## src/rtl/eur_pkg.sv

```systemverilog
// Shared constants, tables and helpers for the Euler rotation matrix block.
// No dependencies.
package eur_pkg;

   localparam int ANGLE_BITS  = 16;
   localparam int FRAC_BITS   = 14;
   localparam int TRIG_STAGES = 16;

   localparam int NUM_STAGES  = (TRIG_STAGES < 32) ? TRIG_STAGES : 32;
   localparam int TRIG_LAT    = NUM_STAGES + 2;
   localparam int MAT_LAT     = 5;
   localparam int TOTAL_LAT   = TRIG_LAT + MAT_LAT;

   localparam int OUT_SHIFT   = 30 - FRAC_BITS;
   localparam logic signed [34:0] OUT_RND = 35'sd1 <<< OUT_SHIFT >>> 1;
   localparam logic signed [34:0] ONE_Q   = 35'sd1 <<< FRAC_BITS;

   localparam logic signed [31:0] X_INIT = 32'sh26DD3B6A;

   localparam logic [31:0] ATAN_TURNS [0:31] = '{
      32'h20000000, 32'h12E4051E, 32'h09FB385B, 32'h051111D4,
      32'h028B0D43, 32'h0145D7E1, 32'h00A2F61E, 32'h00517C55,
      32'h0028BE53, 32'h00145F2F, 32'h000A2F98, 32'h000517CC,
      32'h00028BE6, 32'h000145F3, 32'h0000A2FA, 32'h0000517D,
      32'h000028BE, 32'h0000145F, 32'h00000A30, 32'h00000518,
      32'h0000028C, 32'h00000146, 32'h000000A3, 32'h00000051,
      32'h00000029, 32'h00000014, 32'h0000000A, 32'h00000005,
      32'h00000003, 32'h00000001, 32'h00000001, 32'h00000000
   };

   typedef struct packed {
      logic signed [31:0] cos_v;
      logic signed [31:0] sin_v;
   } trig_type;

   function automatic logic signed [31:0] rnd_q30(input logic signed [63:0] p);
      logic signed [63:0] t;
      t = p + (64'sd1 <<< 29);
      rnd_q30 = t[61:30];
   endfunction

   function automatic logic [15:0] to_out(input logic signed [32:0] v);
      logic signed [34:0] t;
      logic signed [34:0] r;
      t = 35'(v) + OUT_RND;
      r = t >>> OUT_SHIFT;
      if (r > ONE_Q) begin
         r = ONE_Q;
      end
      if (r < -ONE_Q) begin
         r = -ONE_Q;
      end
      to_out = r[15:0];
   endfunction

endpackage

```

## src/rtl/eur_sincos.sv

```systemverilog
// Pipelined rotation-mode CORDIC: cosine and sine of a negated binary angle, Q30.
// Depends on eur_pkg.
module eur_sincos (
   input  logic                          clock,
   input  logic                          reset,
   input  logic                          in_valid,
   input  logic [eur_pkg::ANGLE_BITS-1:0] angle,
   output logic                          out_valid,
   output eur_pkg::trig_type             trig
);

   localparam int N = eur_pkg::NUM_STAGES;
   localparam int AB = eur_pkg::ANGLE_BITS;

   logic                 vld_ff  [0:N];
   logic signed [31:0]   x_ff    [0:N];
   logic signed [31:0]   y_ff    [0:N];
   logic signed [32:0]   z_ff    [0:N];
   logic [1:0]           quad_ff [0:N];

   logic [AB-1:0]        neg_in;
   logic signed [32:0]   z_in;

   assign neg_in = AB'(0) - angle;
   assign z_in   = 33'({neg_in[AB-3:0], {(32-AB){1'b0}}});

   always_ff @(posedge clock) begin
      if (reset) begin
         vld_ff[0] <= 1'b0;
      end else begin
         vld_ff[0] <= in_valid;
      end
      x_ff[0]    <= eur_pkg::X_INIT;
      y_ff[0]    <= '0;
      z_ff[0]    <= z_in;
      quad_ff[0] <= neg_in[AB-1:AB-2];
   end

   for (genvar i = 0; i < N; i++) begin : g_stage
      logic signed [31:0] x_in;
      logic signed [31:0] y_in;
      logic signed [32:0] zn_in;
      logic signed [32:0] atan_v;

      assign atan_v = 33'(eur_pkg::ATAN_TURNS[i]);

      always_comb begin
         if (!z_ff[i][32]) begin
            x_in  = x_ff[i] - (y_ff[i] >>> i);
            y_in  = y_ff[i] + (x_ff[i] >>> i);
            zn_in = z_ff[i] - atan_v;
         end else begin
            x_in  = x_ff[i] + (y_ff[i] >>> i);
            y_in  = y_ff[i] - (x_ff[i] >>> i);
            zn_in = z_ff[i] + atan_v;
         end
      end

      always_ff @(posedge clock) begin
         if (reset) begin
            vld_ff[i+1] <= 1'b0;
         end else begin
            vld_ff[i+1] <= vld_ff[i];
         end
         x_ff[i+1]    <= x_in;
         y_ff[i+1]    <= y_in;
         z_ff[i+1]    <= zn_in;
         quad_ff[i+1] <= quad_ff[i];
      end
   end

   logic              out_vld_ff;
   eur_pkg::trig_type trig_ff;
   eur_pkg::trig_type trig_in;

   always_comb begin
      case (quad_ff[N])
         2'd0: begin
            trig_in.cos_v = x_ff[N];
            trig_in.sin_v = y_ff[N];
         end
         2'd1: begin
            trig_in.cos_v = -y_ff[N];
            trig_in.sin_v = x_ff[N];
         end
         2'd2: begin
            trig_in.cos_v = -x_ff[N];
            trig_in.sin_v = -y_ff[N];
         end
         default: begin
            trig_in.cos_v = y_ff[N];
            trig_in.sin_v = -x_ff[N];
         end
      endcase
   end

   always_ff @(posedge clock) begin
      if (reset) begin
         out_vld_ff <= 1'b0;
      end else begin
         out_vld_ff <= vld_ff[N];
      end
      trig_ff <= trig_in;
   end

   assign out_valid = out_vld_ff;
   assign trig      = trig_ff;

endmodule

```

## config.mk

```make
export PLATFORM = sky130hd
export DESIGN_NAME = eur_sincos
export DESIGN_NICKNAME = d
export VERILOG_FILES = /design/src/rtl/eur_pkg.sv /design/src/rtl/eur_sincos.sv
export SDC_FILE = /design/constraint.sdc
export NUM_CORES = 2
export LEC_CHECK = 0
export BUFFER_PORTS_ARGS = -buffer_cell sky130_fd_sc_hd__buf_2
export CAP_MARGIN = 20
export CORE_MARGIN = 3
export CORE_UTILIZATION = 25
export CTS_BUF_LIST = sky130_fd_sc_hd__clkbuf_2 sky130_fd_sc_hd__clkbuf_4 sky130_fd_sc_hd__clkbuf_8
export CTS_CLUSTER_DIAMETER = 120
export DETAILED_ROUTE_END_ITERATION = 7
export PLACE_DENSITY_LB_ADDON = 0.2
export SLEW_MARGIN = 25
export SYNTH_ARGS = -nofsm -noshare
export SYNTH_HDL_FRONTEND = slang
export SYNTH_SLANG_ARGS = --single-unit
```

## constraint.sdc

```tcl
create_clock -name clock -period 5.9 [get_ports clock]
set_input_delay 0.885 -clock clock [delete_from_list [all_inputs] [get_ports clock]]
set_output_delay 0.885 -clock clock [all_outputs]
set_load 0.03 [all_outputs]
```

==> results.toml <==
[worst_setup_path]
reg2reg_from = "y_ff[0][170]$_DFF_P_"
crit_required_ps = 6760
path_max_fanout = 4
crit_chain = "nor4_1 > nor4b_1 > nand2_1 > nor4_1 > nor2_1 > xnor2_1 > ha_1 > nand4_1 > or2_2 > o221ai_1 > a221oi_1 > o21bai_1 > a21o_1 > and2_1 > o21ai_0 > a221oi_1"
end_kind = "register"
critPathArrivalTime_ps = 5930
path_buf_inv = 0
cpPeakStageDelay_ps = 810
critical_path.top_delay_family = "simple AND/OR/NAND/NOR gates"
worst_path_max_delay_cell = "nor4_1"
crit_start = "y_ff[0][170]$_DFF_P_"
crit_type = "reg -> reg"
start_kind = "register"

[layout]
drive_gt1_share_pct = 6.53
syn2layout_area_growth_pct = 12.7
final_net_count = 13898
nFillCells = 44956
fin_cells = 18175

[synthesis]
synthArstFlopShare_pct = 0
yosysTopAreaCellShare_pct = 27.6
synth-warning-count = 0
seq_area_frac_synth_pct = 27.6
yosys-top-cells-area = "dfxtp_1, ha_1, xnor2_1"
synth-main-ff-cell = "dfxtp_1"
synthTopCellsByCount = "dfxtp_1, a21oi_1, ha_1"
synth_area_leader_cell = "dfxtp_1"
synth_most_common_cell = "dfxtp_1"
synthCells = 12283
ys_types = 95
ys_ff_latch = 1442
synth_nets = 13696
synth_area_sq_mm = 0.104
synth_edf_count = 0
avgSynthCellArea_sq_um = 8.51

[global_route]
grt_pass1_vias = 85342
grt-ovfl-total = 0
grt_pass1_wl_um = 480000
grt_max_degree = 77
grtUsageTotal_pct = 13.8
antenna_found_initial = 3

[min_path]
min_from = "angle[6]"
min_path_type = "in -> reg"

[drt]
vias = 85732
drt-pass1-iter-count = 6
viasPerCell = 4.72
route.detailed.drc = 0
drt_iter0_markers = 4372
wl_per_cell_um = 16.7
wl_um = 303000
ant_nets = 0

[clock_tree]
htree_levels = 5
clkSinkCount = 1442
cts-root-buf = "clkbuf_8"
cts_resized = 0
clkTransAtPathRegs_ps = 60
tritoncts = "built"
clk_latency_ps = 1010
cts_buffers = 277
cts_buffer_depth = 4

[timing]
min_period_ps = 5070
clock_skew_ps = 73.3
finalHoldViolCount = 0
relSlewSlack_pct = 31.5
report.final.slew_viol_count = 0
min_period_over_period_pct = 86.0
finalSetupViolations = 0
finalSetupTns_ps = 0
tightest_slew_ps = 1010
hold_slack_ps = 206
fmax_ghz = 0.197
rsz0062_at_grt = "no"

[job]
cap_violations = 0

[placed_design]
gp_congestion = 0.834
portBuffers = 83
dpl.hpwl_um = 245000
dp.cells = 17665

[die]
dieArea_sq_mm = 0.426
die_w_um = 653
rows = 236
core_area_sq_mm = 0.415
start_util_pct = 25.2
chipHeight_um = 653
io_pins = 84

[run_status]
outcome = "complete, no violations"
==> cell type report <==
class | instances | area [sq um] | area share, %
antenna | 2 | 5.00 | 0.00425
clock buffer | 396 | 5070 | 4.31
clock inverter | 97 | 1130 | 0.956
inverter | 512 | 1920 | 1.63
multi-input combinational | 10079 | 72800 | 61.8
sequential | 1442 | 28900 | 24.5
tap | 5474 | 6850 | 5.82
timing repair buffer | 173 | 1130 | 0.958
==> logic make-up after synthesis <==
kind of cell	synth area share, %
xor gates and xnor gates	14.7
AOI/OAI and AO/OA	22.3
muxes	1.14
DFF	27.6
buffers and inverters	2.74
and+or+nand+nor	14.6
adders and majority gates	17.0
==> registers in the layout, indices dropped and copies added (netlist names) <==
signal	flops
z_ff	430
out_valid	1
quad_ff	34
vld_ff	17
x_ff	447
trig	64
y_ff	449
==> per-layer routing <==
metal,up-vias,track usage [%],routed length [um]
li1,44475,-,-
met1,39661,17.8,141000
met2,1188,24.4,146000
met3,408,1.39,8480
met4,0,3.67,7320
met5,-,0,0
==> worst min-delay path, cell delays in order <==
cell and delay, ps:
buf_2 100, o21ai_0 50, and2_1 110
==> worst paths after layout <==
kind,end,slack (ps),cells after the start
max,x_ff[0][220]$_DFF_P_,830,16
min,z_ff[0][22]$_DFF_P_,210,3
max reg2reg,x_ff[0][220]$_DFF_P_,830,16
min reg2reg,z_ff[0][365]$_DFF_P_,320,0
==> metrics by stage <==
step / util, % / instance area [sq um] / worst slack [ps]
4_1_cts: 28.4 / 118000 / 881
2_1_floorplan: - / 104000 / 1180
6_report: 28.4 / 118000 / 829
5_1_grt: 28.4 / 118000 / 423
3_3_place_gp: 26.9 / 111000 / 1030
3_5_place_dp: 26.9 / 111000 / 927
==> cells in the final DEF, fill, tap and decap left out, types with 281 or more instances in the layout <==
| cell type | netlist | final |
|---|---|---|
| a21o_1 | 655 | 655 |
| a21oi_1 | 1361 | 1361 |
| clkbuf_8 | 0 | 336 |
| dfxtp_1 | 1442 | 1426 |
| ha_1 | 1357 | 1357 |
| inv_1 | 509 | 509 |
| nand2_1 | 637 | 637 |
| nor2_1 | 1025 | 1025 |
| nor3_1 | 281 | 281 |
| o21ai_0 | 570 | 570 |
| xnor2_1 | 1106 | 1106 |
| xor2_1 | 640 | 640 |
==> what timing repair did <==
item | CTS | global route
hold buffers | 15 | 0
setup buffers | 0 | 0
hold endpoints to repair | 15 | 0
Power is not shown: default switching activity piles up to over one toggle a cycle in this logic, so the estimate is an artifact.
